--- src/design/bsfc_pkg.sv ---
// Shared types and constants for the byte-stuffing framer with checksum trailer.
`default_nettype none
package bsfc_pkg;

	localparam int ByteW      = 8;
	localparam int QueueDepth = 4;

	// Configuration register indexes, byte address 4*index
	localparam int AddrW = 3;
	localparam logic [0:0] RegFlag   = 1'b0;
	localparam logic [0:0] RegEscape = 1'b1;

	localparam logic [ByteW-1:0] FlagReset   = 8'd36;
	localparam logic [ByteW-1:0] EscapeReset = 8'd47;

	// One classified input item, as handed from front to back
	typedef struct packed {
		logic             open;
		logic             esc;
		logic             last;
		logic [ByteW-1:0] data;
		logic [ByteW-1:0] flag;
		logic [ByteW-1:0] escape;
	} cmd_t;

endpackage
`default_nettype wire

--- src/design/bsfc_front.sv ---
// Front end: accepts payload bytes and classifies them into framing commands.
`default_nettype none
module bsfc_front
	import bsfc_pkg::*;
(
	input  wire logic             clk,
	input  wire logic             arst_n,
	input  wire logic             push,
	input  wire logic [ByteW-1:0] data_byte,
	input  wire logic             last_byte,
	input  wire logic [ByteW-1:0] flag_value,
	input  wire logic [ByteW-1:0] escape_value,
	input  wire logic             q_full,
	output cmd_t                  q_wdata,
	output logic                  q_push
);

	logic in_frame_q;

	assign q_push = push && !q_full;

	always_comb begin
		q_wdata.open   = !in_frame_q;
		q_wdata.esc    = (data_byte == flag_value) || (data_byte == escape_value);
		q_wdata.last   = last_byte;
		q_wdata.data   = data_byte;
		q_wdata.flag   = flag_value;
		q_wdata.escape = escape_value;
	end

	// frame opens on the first byte, closes after the last
	always_ff @(posedge clk or negedge arst_n) begin
		if (!arst_n) begin
			in_frame_q <= 1'b0;
		end else if (q_push) begin
			in_frame_q <= !last_byte;
		end
	end

endmodule
`default_nettype wire

--- src/design/bsfc_queue.sv ---
// Short command queue between the front end and the emitter.
`default_nettype none
module bsfc_queue
	import bsfc_pkg::*;
#(
	parameter int Depth = QueueDepth
) (
	input  wire logic clk,
	input  wire logic arst_n,
	input  wire logic push,
	input  wire cmd_t wdata,
	output logic      full,
	input  wire logic pop,
	output cmd_t      rdata,
	output logic      empty
);

	localparam int PtrW = $clog2(Depth);
	localparam int CntW = $clog2(Depth + 1);
	localparam logic [PtrW-1:0] LastPtr = PtrW'(Depth - 1);
	localparam logic [CntW-1:0] FullCnt = CntW'(Depth);

	cmd_t            mem_q [Depth];
	logic [PtrW-1:0] wr_ptr_q;
	logic [PtrW-1:0] rd_ptr_q;
	logic [CntW-1:0] count_q;

	assign full  = (count_q == FullCnt);
	assign empty = (count_q == '0);
	assign rdata = mem_q[rd_ptr_q];

	always_ff @(posedge clk) begin
		if (push) begin
			mem_q[wr_ptr_q] <= wdata;
		end
	end

	always_ff @(posedge clk or negedge arst_n) begin
		if (!arst_n) begin
			wr_ptr_q <= '0;
			rd_ptr_q <= '0;
			count_q  <= '0;
		end else begin
			if (push) begin
				wr_ptr_q <= (wr_ptr_q == LastPtr) ? '0 : wr_ptr_q + 1'b1;
			end
			if (pop) begin
				rd_ptr_q <= (rd_ptr_q == LastPtr) ? '0 : rd_ptr_q + 1'b1;
			end
			case ({push, pop})
				2'b10:   count_q <= count_q + 1'b1;
				2'b01:   count_q <= count_q - 1'b1;
				default: count_q <= count_q;
			endcase
		end
	end

endmodule
`default_nettype wire

--- src/design/bsfc_back.sv ---
// Back end: steps through each command, emits framed bytes, keeps the checksum.
`default_nettype none
module bsfc_back
	import bsfc_pkg::*;
(
	input  wire logic             clk,
	input  wire logic             arst_n,
	input  wire cmd_t             q_rdata,
	input  wire logic             q_empty,
	output logic                  q_pop,
	output logic                  empty,
	input  wire logic             pop,
	output logic [ByteW-1:0]      out_byte,
	output logic                  is_trailer,
	output logic                  run_end
);

	typedef enum logic [2:0] {
		STEP_OPEN, STEP_ESC, STEP_DATA, STEP_CLOSE, STEP_TRAILER
	} step_t;

	cmd_t            cmd_q;
	logic            busy_q;
	logic [4:0]      pend_q;
	logic [ByteW-1:0] sum_q;

	logic            out_valid_q;
	logic [ByteW-1:0] out_byte_q;
	logic            is_trailer_q;
	logic            run_end_q;

	step_t            step;
	logic [4:0]       pend_next;
	logic [ByteW-1:0] emit_byte;
	logic [ByteW:0]   sum_wide;
	logic [ByteW-1:0] sum_next;
	logic             advance;
	logic             done;

	assign empty      = !out_valid_q;
	assign out_byte   = out_byte_q;
	assign is_trailer = is_trailer_q;
	assign run_end    = run_end_q;

	always_comb begin
		if (pend_q[0]) begin
			step = STEP_OPEN;
		end else if (pend_q[1]) begin
			step = STEP_ESC;
		end else if (pend_q[2]) begin
			step = STEP_DATA;
		end else if (pend_q[3]) begin
			step = STEP_CLOSE;
		end else begin
			step = STEP_TRAILER;
		end
	end

	always_comb begin
		unique case (step)
			STEP_OPEN:    emit_byte = cmd_q.flag;
			STEP_ESC:     emit_byte = cmd_q.escape;
			STEP_DATA:    emit_byte = cmd_q.data;
			STEP_CLOSE:   emit_byte = cmd_q.flag;
			STEP_TRAILER: emit_byte = ~sum_q;
			default:      emit_byte = cmd_q.data;
		endcase
	end

	// end-around-carry add
	assign sum_wide = {1'b0, sum_q} + {1'b0, emit_byte};
	assign sum_next = sum_wide[ByteW-1:0] + {{(ByteW-1){1'b0}}, sum_wide[ByteW]};

	assign pend_next = pend_q & ~(5'b00001 << step);
	assign advance   = busy_q && (!out_valid_q || pop);
	assign done      = advance && (pend_next == '0);
	assign q_pop     = !q_empty && (!busy_q || done);

	always_ff @(posedge clk) begin
		if (q_pop) begin
			cmd_q <= q_rdata;
		end
		if (advance) begin
			out_byte_q   <= emit_byte;
			is_trailer_q <= (step == STEP_TRAILER);
			run_end_q    <= (pend_next == '0);
		end
	end

	always_ff @(posedge clk or negedge arst_n) begin
		if (!arst_n) begin
			busy_q      <= 1'b0;
			pend_q      <= '0;
			sum_q       <= '0;
			out_valid_q <= 1'b0;
		end else begin
			if (advance) begin
				out_valid_q <= 1'b1;
				sum_q       <= (step == STEP_TRAILER) ? '0 : sum_next;
			end else if (pop) begin
				out_valid_q <= 1'b0;
			end
			if (q_pop) begin
				busy_q <= 1'b1;
				pend_q <= {q_rdata.last, q_rdata.last, 1'b1, q_rdata.esc, q_rdata.open};
			end else if (advance) begin
				busy_q <= !done;
				pend_q <= pend_next;
			end
		end
	end

endmodule
`default_nettype wire

--- src/design/byte_stuff_framer_checksum_core.sv ---
// Top level of the byte-stuffing framer with ones' complement checksum trailer.
//
//  channel   direction  handshake               payload
//  -------   ---------  ---------               -------
//  input     in         push / full             data_byte, last_byte
//  result    out        empty / pop             out_byte, is_trailer, run_end
//  config    in         APB psel/penable/pwrite paddr (0 flag, 4 escape), pwdata
//
// Each accepted byte turns into 1 to 5 result transactions (opening flag,
// escape, byte, closing flag, trailer), typically 1 or 2; the emitter
// produces one per cycle while the result side keeps popping.
// The front end accepts one byte per cycle into a QDepth-entry command queue;
// full rises only when that queue fills behind a stalled or busy emitter.
// A single output register holds the oldest result; it reloads in the same
// cycle it is popped, so pop held high drains at full rate.
// Reset: flag 36, escape 47, no frame open, checksum zero, queue empty.
`default_nettype none
module byte_stuff_framer_checksum_core
	import bsfc_pkg::*;
#(
	parameter int QDepth = QueueDepth
) (
	input  wire logic             clk,
	input  wire logic             arst_n,
	// payload in
	input  wire logic             push,
	output logic                  full,
	input  wire logic [ByteW-1:0] data_byte,
	input  wire logic             last_byte,
	// results out
	output logic                  empty,
	input  wire logic             pop,
	output logic [ByteW-1:0]      out_byte,
	output logic                  is_trailer,
	output logic                  run_end,
	// config
	input  wire logic             psel,
	input  wire logic             penable,
	input  wire logic             pwrite,
	input  wire logic [AddrW-1:0] paddr,
	input  wire logic [31:0]      pwdata,
	output logic [31:0]           prdata,
	output logic                  pready
);

	logic [ByteW-1:0] flag_q;
	logic [ByteW-1:0] escape_q;
	logic [0:0]       reg_idx;
	logic             cfg_wr;

	cmd_t q_wdata;
	cmd_t q_rdata;
	logic q_push;
	logic q_pop;
	logic q_full;
	logic q_empty;

	// config registers, one word each
	assign pready  = 1'b1;
	assign reg_idx = paddr[2:2];
	assign cfg_wr  = psel && penable && pwrite && pready;

	always_comb begin
		unique case (reg_idx)
			RegFlag:   prdata = {24'd0, flag_q};
			RegEscape: prdata = {24'd0, escape_q};
			default:   prdata = '0;
		endcase
	end

	always_ff @(posedge clk or negedge arst_n) begin
		if (!arst_n) begin
			flag_q   <= FlagReset;
			escape_q <= EscapeReset;
		end else if (cfg_wr) begin
			if (reg_idx == RegFlag) begin
				flag_q <= pwdata[ByteW-1:0];
			end else begin
				escape_q <= pwdata[ByteW-1:0];
			end
		end
	end

	assign full = q_full;

	// classify: opening flag needed, escape needed, closing needed
	bsfc_front u_front (
		.clk          (clk),
		.arst_n       (arst_n),
		.push         (push),
		.data_byte    (data_byte),
		.last_byte    (last_byte),
		.flag_value   (flag_q),
		.escape_value (escape_q),
		.q_full       (q_full),
		.q_wdata      (q_wdata),
		.q_push       (q_push)
	);

	bsfc_queue #(
		.Depth (QDepth)
	) u_queue (
		.clk    (clk),
		.arst_n (arst_n),
		.push   (q_push),
		.wdata  (q_wdata),
		.full   (q_full),
		.pop    (q_pop),
		.rdata  (q_rdata),
		.empty  (q_empty)
	);

	// emitter: one framed byte per cycle unless results back up, running checksum
	bsfc_back u_back (
		.clk        (clk),
		.arst_n     (arst_n),
		.q_rdata    (q_rdata),
		.q_empty    (q_empty),
		.q_pop      (q_pop),
		.empty      (empty),
		.pop        (pop),
		.out_byte   (out_byte),
		.is_trailer (is_trailer),
		.run_end    (run_end)
	);

	// trailer always closes the run of results for its item
	a_trailer_ends_run: assert property (@(posedge clk) disable iff (!arst_n)
		(!empty && is_trailer) |-> run_end)
		else $error("trailer without run_end");

	// emitter never pulls from an empty queue
	a_no_pop_empty: assert property (@(posedge clk) disable iff (!arst_n)
		q_pop |-> !q_empty)
		else $error("command queue underflow");

	// front never writes a full queue
	a_no_push_full: assert property (@(posedge clk) disable iff (!arst_n)
		q_push |-> (!q_full && push))
		else $error("command queue overflow");

endmodule
`default_nettype wire

--- config.mk ---
export PLATFORM = sky130hd
export DESIGN_NAME = byte_stuff_framer_checksum_core
export DESIGN_NICKNAME = d
export VERILOG_FILES = /design/src/design/bsfc_pkg.sv /design/src/design/bsfc_front.sv /design/src/design/bsfc_queue.sv /design/src/design/bsfc_back.sv /design/src/design/byte_stuff_framer_checksum_core.sv
export SDC_FILE = /design/constraint.sdc
export NUM_CORES = 1
export LEC_CHECK = 0
export ABC_AREA = 1
export BUFFER_PORTS_ARGS = -buffer_cell sky130_fd_sc_hd__buf_2
export CAP_MARGIN = 10
export CORE_MARGIN = 5
export CORE_UTILIZATION = 45
export CTS_CLUSTER_DIAMETER = 80
export DETAILED_ROUTE_END_ITERATION = 10
export GPL_TIMING_DRIVEN = 0
export SLEW_MARGIN = 40
export SYNTH_ARGS = -nofsm -noshare
export SYNTH_HDL_FRONTEND = slang
export SYNTH_SLANG_ARGS = --single-unit
--- constraint.sdc ---
create_clock -name clk -period 7.6 [get_ports clk]
set_input_delay 0.38 -clock clk [delete_from_list [all_inputs] [get_ports clk]]
set_output_delay 0.38 -clock clk [all_outputs]
set_load 0.03 [all_outputs]
==> results.py, run 1 <==
metrics = {
    "clock_tree": {
        "tritoncts": "built",
        "post_cts_resize_count": 0,
        "number_of_buffers_added_by_the_clock_tree_synthesis_step": 17,
        "clock-root-buffer": "sky130_fd_sc_hd__clkbuf_16",
        "clkSlewWorstSetupHoldPaths_ns": 0.07,
        "clock_sink_count": 181,
        "htree_num_levels": 4,
        "insertion_delay_ns": 0.42,
        "clockBufferDepth": 2,
    },
    "floorplanning": {
        "die-area_mm2": 0.02066,
        "io_pins": 96,
        "core-area_mm2": 0.01778,
        "number_of_rows_in_the_core_area": 49,
        "dieWidth_um": 143.7,
        "die_h_um": 143.7,
        "initial_core_util_pct": 45.26,
    },
    "routing": {
        "dr.pass1.iters": 5,
        "vias": 5397,
        "antenna_nets_post_route": 0,
        "routedWlPerCell_um": 16.23,
        "wirelength_um": 17230,
        "detail_route.drc_violations": 0,
        "drt_iter0_markers": 320,
        "routed_via_density": 5.087,
    },
    "sta": {
        "worst_slew_margin_rel_pct": 57.36,
        "timing.setup.tns_ns": 0,
        "worst_pin_slew_ns": 0.6396,
        "fin_ws_ns": 3.801,
        "finalSetupViolCount": 0,
        "rsz0062_at_grt": "false",
        "final-max-slew-violation-count": 0,
        "final_worst_path_period_share_pct": 49.98,
        "clock.fmax_ghz": 0.2633,
        "final_hold_viol_count": 0,
        "min_period_ns": 3.799,
        "skew_ns": 0.007525,
    },
    "hold_path": {
        "min-delay-path-class": "in -> reg",
    },
    "worst_setup_path": {
        "regToRegSetupSlack_ns": 3.80,
        "worstPathRequired_ns": 7.91,
        "timing.setup.critical_path_class": "reg -> reg",
        "kind_of_start_point_of_the_critical_path": "flop",
        "crit_path_end_kind": "flop",
        "cp_data_arrival_time_ns": 4.11,
        "critical_path.max_fanout": 8,
    },
    "synthesis": {
        "synthesis.instances": 727,
        "synth_cell_types": 37,
        "synth_area_per_cell_um2": 11.07,
        "synth.cell_area_mm2": 0.008048,
        "yosysWarningCount": 0,
        "ys_ff_latch": 181,
        "synth_flop_cell": "sky130_fd_sc_hd__edfxtp_1",
        "yosysSeqAreaShare_pct": 65.22,
        "asyncSetResetFlopFracSynth_pct": 21.55,
        "synth_edf_count": 142,
    },
    "flow_run": {
        "cap_viol_max_count": 0,
    },
    "global_route": {
        "grt_first_pass_wirelength_um": 27640,
        "first_global_vias": 5347,
        "grt_start_max_net_pins": 40,
        "grt_antenna_before_repair": 0,
        "grt.total_usage_pct": 17.38,
        "grt.overflow.total": 0,
    },
    "placed_design": {
        "place_worst_setup_slack_ns": 3.862,
        "finalWeightedCongestion": 0.8597,
        "place_hpwl_um": 12310,
        "port-buffer-count": 44,
    },
    "power": {
        "power_switching_w": 0.001702,
        "power_density_mw_per_mm2": 449.8,
        "clock_power_share_pct": 20.7,
        "p_int_w": 0.002515,
        "ir_worst_vdd_uv": 232.3,
        "power.sequential.fraction_pct": 37.8,
        "p_sw_share_pct": 40.36,
        "share_comb_of_total_power_pct": 41.5,
        "power.static_leakage_nw": 3.835,
    },
    "finish": {
        "post_route_cells_drive_above_1_share_pct": 17.55,
        "area_growth_pct": 16.53,
        "n_antenna_cell": 0,
        "final_core_utilization_pct": 52.74,
        "finish.net_count": 889,
        "n_fill_cell": 1564,
    },
    "outcome": {
        "outcome": "complete, no violations",
    },
}
final timing paths:
| path | start | to | cells past startpoint |
|---|---|---|---|
| worst min-delay path | pop | u_back.out_valid_q$_DFFE_PN0P_ | 2 |
| max in group asynchronous | arst_n | u_back.sum_q[3]$_DFFE_PN0P_ | 2 |
| worst min register to register | u_front.in_frame_q$_DFFE_PN0P_ | u_front.in_frame_q$_DFFE_PN0P_ | 2 |
| worst max register to register | u_back.pend_q[1]$_DFFE_PN0P_ | u_back.sum_q[6]$_DFFE_PN0P_ | 24 |
| min in group asynchronous | arst_n | escape_q[4]$_DFFE_PN0P_ | 2 |
| worst max-delay path | u_back.pend_q[1]$_DFFE_PN0P_ | u_back.sum_q[6]$_DFFE_PN0P_ | 24 |
power by group through the flow:
stage	registers (W)	logic, W	clock network, W
finish	0.00159	0.00175	0.000873
CTS	0.00159	0.00176	0.000887
floorplan	0.00163	0.00121	0
detailed placement	0.00161	0.00175	0
global route	0.00162	0.00198	0.000927
global placement	0.00161	0.00165	0
repair_timing:
item / 4_1_cts / 5_1_grt
buffers inserted: 0 / 0
hold endpoints to repair: 32 / 0
hold buffers: 1 / 0
setup endpoints to repair: 0 / 0
critical path: stages (launching register included):
cell                        delay, ns
sky130_fd_sc_hd__dfrtp_1         0.38
sky130_fd_sc_hd__inv_1           0.08
sky130_fd_sc_hd__nor2_1          0.43
sky130_fd_sc_hd__nand2_1         0.11
sky130_fd_sc_hd__o2111ai_1       0.11
sky130_fd_sc_hd__o21ai_0         0.11
sky130_fd_sc_hd__inv_1           0.10
sky130_fd_sc_hd__ha_1            0.22
sky130_fd_sc_hd__inv_1           0.07
sky130_fd_sc_hd__fa_1            0.40
sky130_fd_sc_hd__inv_1           0.13
sky130_fd_sc_hd__nand3_1         0.12
sky130_fd_sc_hd__nand3_1         0.09
sky130_fd_sc_hd__nand2_1         0.06
sky130_fd_sc_hd__a21oi_1         0.11
sky130_fd_sc_hd__or2_2           0.13
sky130_fd_sc_hd__ha_1            0.17
sky130_fd_sc_hd__ha_1            0.15
sky130_fd_sc_hd__inv_1           0.06
sky130_fd_sc_hd__nor2_2          0.17
sky130_fd_sc_hd__nand3_2         0.10
sky130_fd_sc_hd__nor2_1          0.15
sky130_fd_sc_hd__nand2_1         0.09
sky130_fd_sc_hd__nand2_1         0.07
sky130_fd_sc_hd__o21ai_1         0.06
cells by family after synthesis:
logic type      share of synthesized area [%]
simple gates                            13.06
flops                                   65.22
compound gates                          10.20
buf+inv                                 6.981
fa+ha+maj                               3.141
xor+xnor                                1.306
other cells                           0.09332
cell usage in the layout, fill, tap and decap left out, types with 5 or more instances in the layout:
master                      instances
sky130_fd_sc_hd__buf_4             27
sky130_fd_sc_hd__inv_1             71
sky130_fd_sc_hd__nand3_1           15
sky130_fd_sc_hd__clkbuf_16         17
sky130_fd_sc_hd__nand2_2            8
sky130_fd_sc_hd__o21ai_0           96
sky130_fd_sc_hd__clkbuf_1          17
sky130_fd_sc_hd__o2111ai_1          9
sky130_fd_sc_hd__nor2_4             6
sky130_fd_sc_hd__ha_1              17
sky130_fd_sc_hd__nand4_1            5
sky130_fd_sc_hd__edfxtp_1         142
sky130_fd_sc_hd__dfrtp_1           32
sky130_fd_sc_hd__conb_1            25
sky130_fd_sc_hd__buf_2             47
sky130_fd_sc_hd__o22ai_1           27
sky130_fd_sc_hd__nor2_1            68
sky130_fd_sc_hd__dfstp_2            7
sky130_fd_sc_hd__nand2_1          128
sky130_fd_sc_hd__xor2_1             5
sky130_fd_sc_hd__xnor2_1            7
registers in the layout, indices dropped and copies added, names as in the netlist, 2 cells and up:
name and cells:
flag_q 8, u_back.sum_q 8, u_back.out_byte 8, u_back.pend_q 5
u_queue.mem_q 108, u_queue.wr_ptr_q 2, u_queue.rd_ptr_q 2, u_back.cmd_q 24
u_queue.count_q 3, escape_q 8
layout make-up:
type / instances / area [um^2] / share of cell area [%]
timing repair buffer: 50 / 332.8 / 3.549
buffer: 47 / 279.0 / 2.975
multi-input combinational: 448 / 2354 / 25.10
clock buffer: 17 / 425.4 / 4.536
inverter: 74 / 282.8 / 3.015
sequential: 181 / 5249 / 55.97
tap: 229 / 286.5 / 3.055
clock inverter: 15 / 168.9 / 1.801
Yosys cell counts, types with 2 or more instances:
library cell,number,area [um^2]
sky130_fd_sc_hd__o21ai_1,3,15.01
sky130_fd_sc_hd__o211ai_1,2,15.01
sky130_fd_sc_hd__nor2_2,4,25.02
sky130_fd_sc_hd__nand2_2,8,50.05
sky130_fd_sc_hd__inv_1,71,266.5
sky130_fd_sc_hd__xor2_1,5,43.79
sky130_fd_sc_hd__a21oi_1,4,20.02
sky130_fd_sc_hd__xnor2_1,7,61.31
sky130_fd_sc_hd__dfstp_2,7,183.9
sky130_fd_sc_hd__nand4_1,5,31.28
sky130_fd_sc_hd__o22ai_1,27,168.9
sky130_fd_sc_hd__edfxtp_1,142,4264
sky130_fd_sc_hd__and3_1,2,12.51
sky130_fd_sc_hd__nand3_2,4,40.04
sky130_fd_sc_hd__conb_1,2,7.510
sky130_fd_sc_hd__nor3_1,4,20.02
sky130_fd_sc_hd__nand3_1,15,75.07
sky130_fd_sc_hd__nor2_1,72,270.3
sky130_fd_sc_hd__or2_2,2,12.51
sky130_fd_sc_hd__nor2_4,2,22.52
sky130_fd_sc_hd__dfrtp_1,32,800.8
sky130_fd_sc_hd__clkbuf_1,17,63.81
sky130_fd_sc_hd__fa_1,2,40.04
sky130_fd_sc_hd__ha_1,17,212.7
sky130_fd_sc_hd__buf_2,4,20.02
sky130_fd_sc_hd__o2111ai_1,9,78.83
sky130_fd_sc_hd__nand2_1,128,480.5
sky130_fd_sc_hd__o21ai_0,96,480.5
sky130_fd_sc_hd__buf_4,26,195.2
routing by layer:
| layer | up-vias | track usage [%] | routed length (um) |
|---|---|---|---|
| met5 | - | 0 | 0 |
| met4 | 0 | 5.401 | 270 |
| met3 | 25 | 3.394 | 873 |
| met2 | 169 | 29.76 | 8556 |
| met1 | 2568 | 22.45 | 7525 |
| li1 | 2635 | - | - |
through the flow:
step	power, W	hold WS, ns	area, um^2	std cells
floorplan	0.002835	0.08441	8134	750
global placement	0.003265	0.4717	8641	1023
detailed placement	0.003362	0.4048	8773	1028
CTS	0.004243	0.1571	9378	1061
global route	0.004528	0.1668	9378	1061
finish	0.004218	0.1676	9378	1061
Note: power is estimated with default switching activity, not from simulation.
==> run 2: changes to the inputs <==
- clock period: 7.6 -> 3.5 ns (I/O delays scaled with it)
==> run 2 against run 1 <==
  * First-iteration DRC count rose by 4.1%
  * Die area unchanged
  * Highest routed layer unchanged
  * Clock skew increased by 0.0085 ns
  * Critical endpoint is now u_back.sum_q[2]$_DFFE_PN0P_
==> results.py, run 2 (same netlist as run 1, synthesis figures left out) <==
metrics = {
    "placed_design": {
        "finalWeightedCongestion": 0.8597,
        "place_hpwl_um": 12310,
        "port-buffer-count": 44,
        "place_worst_setup_slack_ns": -0.2379,
        "placed_cell_area_mm2": 0.008773,
    },
    "power": {
        "share_comb_of_total_power_pct": 43.0,
        "power_switching_w": 0.003820,
        "ir_worst_vdd_uv": 536.6,
        "p_sw_share_pct": 40.60,
        "power.sequential.fraction_pct": 36.9,
        "p_int_w": 0.005588,
        "power.static_leakage_nw": 3.891,
        "clock_power_share_pct": 20.2,
        "power_density_mw_per_mm2": 981.5,
    },
    "global_route": {
        "first_global_vias": 5363,
        "grt_first_pass_wirelength_um": 27760,
        "grt_antenna_before_repair": 0,
        "grt.total_usage_pct": 17.45,
        "grt_start_max_net_pins": 40,
        "grt.overflow.total": 0,
    },
    "routing": {
        "dr.pass1.iters": 5,
        "drt_iter0_markers": 333,
        "wirelength_um": 17390,
        "routed_via_density": 5.094,
        "routedWlPerCell_um": 16.21,
        "detail_route.drc_violations": 0,
        "vias": 5466,
        "antenna_nets_post_route": 0,
    },
    "outcome": {
        "outcome": "complete, no violations",
    },
    "floorplanning": {
        "die_h_um": 143.7,
        "initial_core_util_pct": 45.26,
        "io_pins": 96,
        "die-area_mm2": 0.02066,
        "dieWidth_um": 143.7,
        "number_of_rows_in_the_core_area": 49,
        "core-area_mm2": 0.01778,
    },
    "worst_setup_path": {
        "cp_data_arrival_time_ns": 3.58,
        "r2r_cells": 22,
        "crit_path_end_kind": "flop",
        "critical_path_top_delay_cell": "sky130_fd_sc_hd__dfrtp_2",
        "kind_of_start_point_of_the_critical_path": "flop",
        "worst-path-stages": 22,
        "critical_path.max_stage_delay_ns": 0.45,
        "critPathMostFrequentCell": "sky130_fd_sc_hd__inv_2",
        "timing.critical_path.cells": "nor2_4, nand2_2, buf_6, o2111ai_2, o21ai_1, inv_2, ha_4, inv_1, fa_2, inv_2, nand3_2, nand3_2, nand2_2, a21oi_2, or2_4, ha_2, ha_2, inv_2, nor2_4, buf_4, inv_1, a32o_1",
        "critical_path.top_delay_family": "adder cells",
        "timing.setup.critical_path_class": "reg -> reg",
        "critical_path.max_fanout": 10,
        "worstPathRequired_ns": 3.81,
        "cp.buffers_inverters": 7,
    },
    "sta": {
        "finalSetupViolCount": 0,
        "worst_slew_margin_rel_pct": 52.03,
        "worst_pin_slew_ns": 0.7135,
        "skew_ns": 0.01606,
        "final-max-slew-violation-count": 0,
        "final_worst_path_period_share_pct": 93.58,
        "min_period_ns": 3.275,
        "fin_ws_ns": 0.2248,
        "clock.fmax_ghz": 0.3053,
        "final_hold_viol_count": 0,
    },
    "finish": {
        "n_fill_cell": 1534,
        "reg.largest.list": "u_queue.mem_q x108, u_back.cmd_q x24",
        "n_antenna_cell": 0,
        "layout.cell_area.non_filler_mm2": 0.009585,
        "final_core_utilization_pct": 53.91,
        "mostFrequentLayoutCell": "sky130_fd_sc_hd__edfxtp_1",
        "post_route_cells_drive_above_1_share_pct": 20.26,
        "mostFrequentLayoutCells": "sky130_fd_sc_hd__edfxtp_1 (142), sky130_fd_sc_hd__nand2_1 (124), sky130_fd_sc_hd__o21ai_0 (93), sky130_fd_sc_hd__inv_1 (68), sky130_fd_sc_hd__nor2_1 (66)",
        "area_growth_pct": 19.11,
        "finish.net_count": 901,
        "flip_flop_count_of_the_largest_register_after_layout": 108,
        "registers.top_by_ff_count": "u_queue.mem_q",
    },
    "flow_run": {
        "cap_viol_max_count": 0,
    },
    "hold_path": {
        "min-delay-path-class": "in -> reg",
        "hold_path_depth": 3,
    },
    "clock_tree": {
        "htree_num_levels": 4,
        "insertion_delay_ns": 0.43,
        "clkSlewWorstSetupHoldPaths_ns": 0.07,
        "clock-root-buffer": "sky130_fd_sc_hd__clkbuf_16",
        "clockBufferDepth": 2,
        "clock_sink_count": 181,
        "tritoncts": "built",
        "number_of_buffers_added_by_the_clock_tree_synthesis_step": 17,
    },
}
-- run 2: cell types whose count changed in the layout (fill, tap and decap cells not counted), moves of 3 or more --
cell / delta
sky130_fd_sc_hd__inv_1: -3
sky130_fd_sc_hd__ha_2: +4
sky130_fd_sc_hd__o21ai_0: -3
sky130_fd_sc_hd__nand2_1: -4
sky130_fd_sc_hd__buf_4: +4
sky130_fd_sc_hd__inv_2: +3
sky130_fd_sc_hd__dlygate4sd3_1: +7
sky130_fd_sc_hd__ha_1: -5
sky130_fd_sc_hd__nand2_2: +3
sky130_fd_sc_hd__o21ai_1: +3
sky130_fd_sc_hd__nor2_4: +4
-- run 2: worst min-delay path, stage by stage --
cell and delay [ns]:
sky130_fd_sc_hd__buf_2 0.10, sky130_fd_sc_hd__inv_1 0.05, sky130_fd_sc_hd__o21ai_0 0.07
-- run 2: layout make-up --
class | instances | area (um^2) | area share (%)
Clock buffer | 17 | 425.4 | 4.438
Clock inverter | 15 | 168.9 | 1.762
Timing Repair Buffer | 62 | 440.4 | 4.595
Tap cell | 229 | 286.5 | 2.989
Buffer | 47 | 282.8 | 2.950
Sequential cell | 181 | 5250 | 54.77
Inverter | 74 | 282.8 | 2.950
Multi-Input combinational cell | 448 | 2449 | 25.54
-- run 2: worst paths after layout --
check / from / endpoint / slack [ns]
worst max-delay path: u_back.pend_q[0]$_DFFE_PN0P_ / u_back.sum_q[2]$_DFFE_PN0P_ / 0.22
worst min-delay path: pwdata[7] / escape_q[7]$_DFFE_PN0P_ / 0.02
worst max register to register: u_back.pend_q[0]$_DFFE_PN0P_ / u_back.sum_q[2]$_DFFE_PN0P_ / 0.22
worst min register to register: u_front.in_frame_q$_DFFE_PN0P_ / u_front.in_frame_q$_DFFE_PN0P_ / 0.51
max in group asynchronous: arst_n / u_back.pend_q[0]$_DFFE_PN0P_ / 2.84
min in group asynchronous: arst_n / flag_q[0]$_DFFE_PN0P_ / 0.28
-- run 2: through the flow --
stage	setup TNS [ns]	hold WS, ns	std cells	total power, W
2_1_floorplan	0	-0.1206	750	0.006156
3_3_place_gp	-0.3021	0.3651	1023	0.007089
3_5_place_dp	-0.4246	0.1998	1028	0.007301
4_1_cts	0	0.005020	1069	0.009277
5_1_grt	-0.03780	0.02783	1073	0.01008
6_report	0	0.01548	1073	0.009408
-- run 2: power by group through the flow --
stage	registers [W]	logic, W	clock network (W)
global placement	0.00350	0.00359	0
global route	0.00353	0.00454	0.00201
finish	0.00347	0.00404	0.00190
detailed placement	0.00350	0.00380	0
floorplan	0.00354	0.00262	0
CTS	0.00346	0.00389	0.00193
-- run 2: per-layer routing --
metal  routed length [um]  vias up  GRT usage [%]  part of all wire (%)
met1                 7494     2623          22.54                    43
met4                  231        0          5.401                   1.3
met3                  955       20          3.394                   5.5
li1                     -     2661              -                     -
met5                    0        -              0                     0
met2                 8706      162          29.93                    50
-- run 2: repair_timing --
action                                 in CTS  in global routing
pin swaps                                   1                  2
hold buffers                                8                  0
gates resized for setup                     7                 25
setup endpoints to repair                   5                  6
endpoints found under the hold margin      43                  0
buffers inserted                            1                  4
==> run 3: changes to the inputs <==
- ABC_AREA: 1 -> unset
- CORE_MARGIN: 5 -> unset
==> run 3 against run 2 <==
  * Power rose by 3.8%
  * Die area fell by 12%
  * Hold slack improved by 0.031 ns
  * Area after synthesis fell by 1.1%
  * Clock-buffer cell count rose by 3
  * Fmax fell by 6.4%
  * Core utilization rose by 1.3 points
  * Via count fell by 19%
  * Non-clock buffer count did not move
  * Combinational power rose by 11%
  * Worst setup slack got worse by 0.22 ns
  * First-iteration DRC count fell by 42%
==> results.py, run 3 <==
metrics = {
    "worst_setup_path": {
        "timing.setup.critical_path_class": "reg -> reg",
        "regToRegSetupSlack_ns": 0.0002,
        "worstReg2RegEnd": "u_back.sum_q[7]$_DFFE_PN0P_",
        "r2r_cells": 18,
        "critical_path.max_fanout": 7,
        "setup.worst_path.start": "u_back.pend_q[2]$_DFFE_PN0P_",
        "kind_of_start_point_of_the_critical_path": "flop",
        "worstPathRequired_ns": 3.81,
        "critical_path.endpoint": "u_back.sum_q[7]$_DFFE_PN0P_",
        "timing.rr.start": "u_back.pend_q[2]$_DFFE_PN0P_",
        "cp_data_arrival_time_ns": 3.81,
        "crit_path_end_kind": "flop",
    },
    "routing": {
        "wirelength_um": 14420,
        "antenna_nets_post_route": 0,
        "vias": 4406,
        "drt_iter0_markers": 194,
        "dr.pass1.iters": 4,
        "met2_wirelength_um": 7556,
        "detail_route.drc_violations": 0,
        "routedWlPerCell_um": 16.84,
        "highest-signal-layer": "met4",
        "routed_via_density": 5.147,
        "m1_wl_um": 6182,
        "met3_length_um": 517,
    },
    "power": {
        "ir_worst_vdd_uv": 653.8,
        "power.static_leakage_nw": 3.594,
        "power_density_mw_per_mm2": 1022,
    },
    "finish": {
        "mostFrequentLayoutCell": "sky130_fd_sc_hd__edfxtp_1",
        "final_core_utilization_pct": 55.21,
        "reg.largest.list": "u_queue.mem_q x108, u_back.cmd_q x24",
        "area_growth_pct": 19.96,
        "registers.top_by_ff_count": "u_queue.mem_q",
        "layout.cell_area.non_filler_mm2": 0.009549,
        "mostFrequentLayoutCells": "sky130_fd_sc_hd__edfxtp_1 (142), sky130_fd_sc_hd__buf_2 (46), sky130_fd_sc_hd__buf_4 (42), sky130_fd_sc_hd__dfrtp_1 (28), sky130_fd_sc_hd__mux4_2 (27)",
        "n_fill_cell": 1411,
        "post_route_cells_drive_above_1_share_pct": 35.34,
        "n_antenna_cell": 0,
        "flip_flop_count_of_the_largest_register_after_layout": 108,
        "finish.net_count": 688,
    },
    "clock_tree": {
        "tritoncts": "built",
        "clockBufferDepth": 2,
        "insertion_delay_ns": 0.42,
        "htree_num_levels": 4,
        "clkSlewWorstSetupHoldPaths_ns": 0.07,
        "clock-root-buffer": "sky130_fd_sc_hd__clkbuf_16",
        "clock_sink_count": 181,
        "number_of_buffers_added_by_the_clock_tree_synthesis_step": 17,
    },
    "floorplanning": {
        "core-area_mm2": 0.01730,
        "die_h_um": 135,
        "dieWidth_um": 135,
        "die-area_mm2": 0.01823,
        "initial_core_util_pct": 46.02,
        "io_pins": 96,
        "number_of_rows_in_the_core_area": 48,
    },
    "synthesis": {
        "main_combinational_cell_family_by_area_after_synthesis": "multiplexers",
        "ys_ff_latch": 181,
        "synth_flop_cell": "sky130_fd_sc_hd__edfxtp_1",
        "synthesis.instances": 505,
        "synth.largest_area_cell": "sky130_fd_sc_hd__edfxtp_1",
        "yosysSeqAreaShare_pct": 65.94,
        "muxShareOfSynthArea_pct": 11.43,
        "asyncSetResetFlopFracSynth_pct": 21.55,
        "synth-simple-area-share_pct": 5.046,
        "synth_compound_gate_area_share_pct": 6.979,
        "synth_edf_count": 142,
        "synth_commonest_cells": "sky130_fd_sc_hd__edfxtp_1 (142), sky130_fd_sc_hd__dfrtp_1 (32), sky130_fd_sc_hd__mux4_2 (27)",
        "synth_cell_types": 61,
        "synth_top_cells_by_area": "sky130_fd_sc_hd__edfxtp_1 (54%), sky130_fd_sc_hd__dfrtp_1 (10%), sky130_fd_sc_hd__mux4_2 (7.6%)",
        "synth_fa_ha_area_share_pct": 3.301,
        "synth_largest_type_area_fraction_pct": 53.57,
        "synth-xor-area-share_pct": 2.971,
        "synth_area_per_cell_um2": 15.76,
        "yosysWarningCount": 0,
        "synth.cell_area_mm2": 0.007960,
        "most_common_cell_in_the_netlist": "sky130_fd_sc_hd__edfxtp_1",
    },
    "sta": {
        "min_period_ns": 3.500,
        "worst_pin_slew_ns": 0.6518,
        "final_worst_path_period_share_pct": 100.0,
        "clock.fmax_ghz": 0.2857,
        "rsz0062_at_grt": "true",
        "worst_slew_margin_rel_pct": 56.19,
        "finalSetupViolCount": 0,
        "skew_ns": 0.007384,
        "final-max-slew-violation-count": 0,
        "final_hold_viol_count": 0,
        "timing.setup.tns_ns": 0,
    },
    "outcome": {
        "outcome": "complete, no violations",
    },
    "flow_run": {
        "cap_viol_max_count": 0,
    },
    "global_route": {
        "first_global_vias": 4411,
        "grt.overflow.total": 0,
        "grt_start_max_net_pins": 40,
        "grt.total_usage_pct": 17.25,
        "grt_first_pass_wirelength_um": 23190,
        "grt_antenna_before_repair": 0,
    },
    "placed_design": {
        "finalWeightedCongestion": 0.7851,
        "placed_cell_area_mm2": 0.008717,
        "port-buffer-count": 43,
        "place_hpwl_um": 10360,
    },
    "hold_path": {
        "min-delay-path-class": "in -> reg",
        "min-delay-start": "data_byte[7]",
    },
}
run 3: cell types whose count changed after synthesis, moves of 24 or more:
cell	change
sky130_fd_sc_hd__inv_1	-48
sky130_fd_sc_hd__mux2_2	+24
sky130_fd_sc_hd__mux4_2	+27
sky130_fd_sc_hd__nand2_1	-108
sky130_fd_sc_hd__nor2_1	-56
sky130_fd_sc_hd__o21ai_0	-71
run 3: worst min-delay path by stage:
stage / to / slack (ns) / cells past startpoint
2_1_floorplan: escape_q[4]$_DFFE_PN0P_ / -0.12 / 0
3_3_place_gp: flag_q[6]$_DFFE_PN0P_ / 0.37 / 1
3_5_place_dp: escape_q[6]$_DFFE_PN0P_ / 0.20 / 1
4_1_cts: u_queue.mem_q[1][17]$_DFFE_PP_ / 0.03 / 1
5_1_grt: u_queue.mem_q[3][17]$_DFFE_PP_ / 0.04 / 1
6_report: u_queue.mem_q[3][23]$_DFFE_PP_ / 0.05 / 1
run 3: what timing repair did:
action | CTS | global route
endpoints found under the setup margin | 7 | 7
cloned | 0 | 1
hold buffers | 10 | 0
endpoints found under the hold margin | 51 | 0
pin swaps | 11 | 4
setup buffers | 11 | 4
resized for setup | 20 | 9
run 3: cells by family (layout without fill, tap and decap cells):
logic type                 count (synthesis)  after routing
other                                      2             25
buffers and inverters                     63            165
AOI/OAI and AO/OA                         81             81
xor gates and xnor gates                  27             27
adders and majority gates                 20             20
and+or+nand+nor                           77             78
DFF                                      181            181
muxes                                     54             54
run 3: area by class of cell:
cell class,instances,area [um^2],share of cell area (%)
tap,225,281.5,2.948
clock buffer,20,436.7,4.573
buffer,37,246.5,2.581
multi-input combinational,285,2590,27.12
inverter,24,91.34,0.9565
sequential,181,5254,55.02
clock inverter,12,108.9,1.140
timing repair buffer,72,540.5,5.660
run 3: power by group:
group / switching [W] / internal (W)
logic: 0.00248 / 0.00200
clock network: 0.000775 / 0.000979
registers: 0.000331 / 0.00320
total: 0.00359 / 0.00618
run 3: routing by layer:
| metal | global-route usage [%] | vias to the layer above |
|---|---|---|
| li1 | - | 2109 |
| met1 | 20.96 | 2185 |
| met2 | 30.87 | 98 |
| met3 | 3.303 | 14 |
| met4 | 5.556 | 0 |
| met5 | 0 | - |
run 3: critical path, stage by stage, from the launching register on:
cell and delay, ns:
sky130_fd_sc_hd__dfrtp_2 0.47, sky130_fd_sc_hd__buf_4 0.16, sky130_fd_sc_hd__nor2_4 0.15, sky130_fd_sc_hd__a21oi_1 0.10, sky130_fd_sc_hd__o22ai_1 0.18, sky130_fd_sc_hd__o21ai_0 0.11
sky130_fd_sc_hd__nand2_1 0.07, sky130_fd_sc_hd__o21ai_0 0.15, sky130_fd_sc_hd__ha_1 0.42, sky130_fd_sc_hd__nor2_2 0.09, sky130_fd_sc_hd__a21o_4 0.20, sky130_fd_sc_hd__o21ai_4 0.15
sky130_fd_sc_hd__o21ai_2 0.06, sky130_fd_sc_hd__nand2b_1 0.10, sky130_fd_sc_hd__ha_2 0.21, sky130_fd_sc_hd__and3_4 0.19, sky130_fd_sc_hd__nor4bb_4 0.21, sky130_fd_sc_hd__nand3_1 0.11
sky130_fd_sc_hd__a32o_1 0.27
run 3: through the flow:
stage | instances | power (W) | hold WS, ns | worst slack, ns
after floorplan | 528 | 0.006609 | -0.1206 | 0.01356
after global placement | 796 | 0.007454 | 0.3719 | -0.4960
after detailed placement | 800 | 0.007650 | 0.2004 | -0.5508
after CTS | 851 | 0.009725 | 0.02789 | 0.01125
after global routing | 856 | 0.01041 | 0.03891 | -0.2144
final | 856 | 0.009763 | 0.04672 | 0.0001736
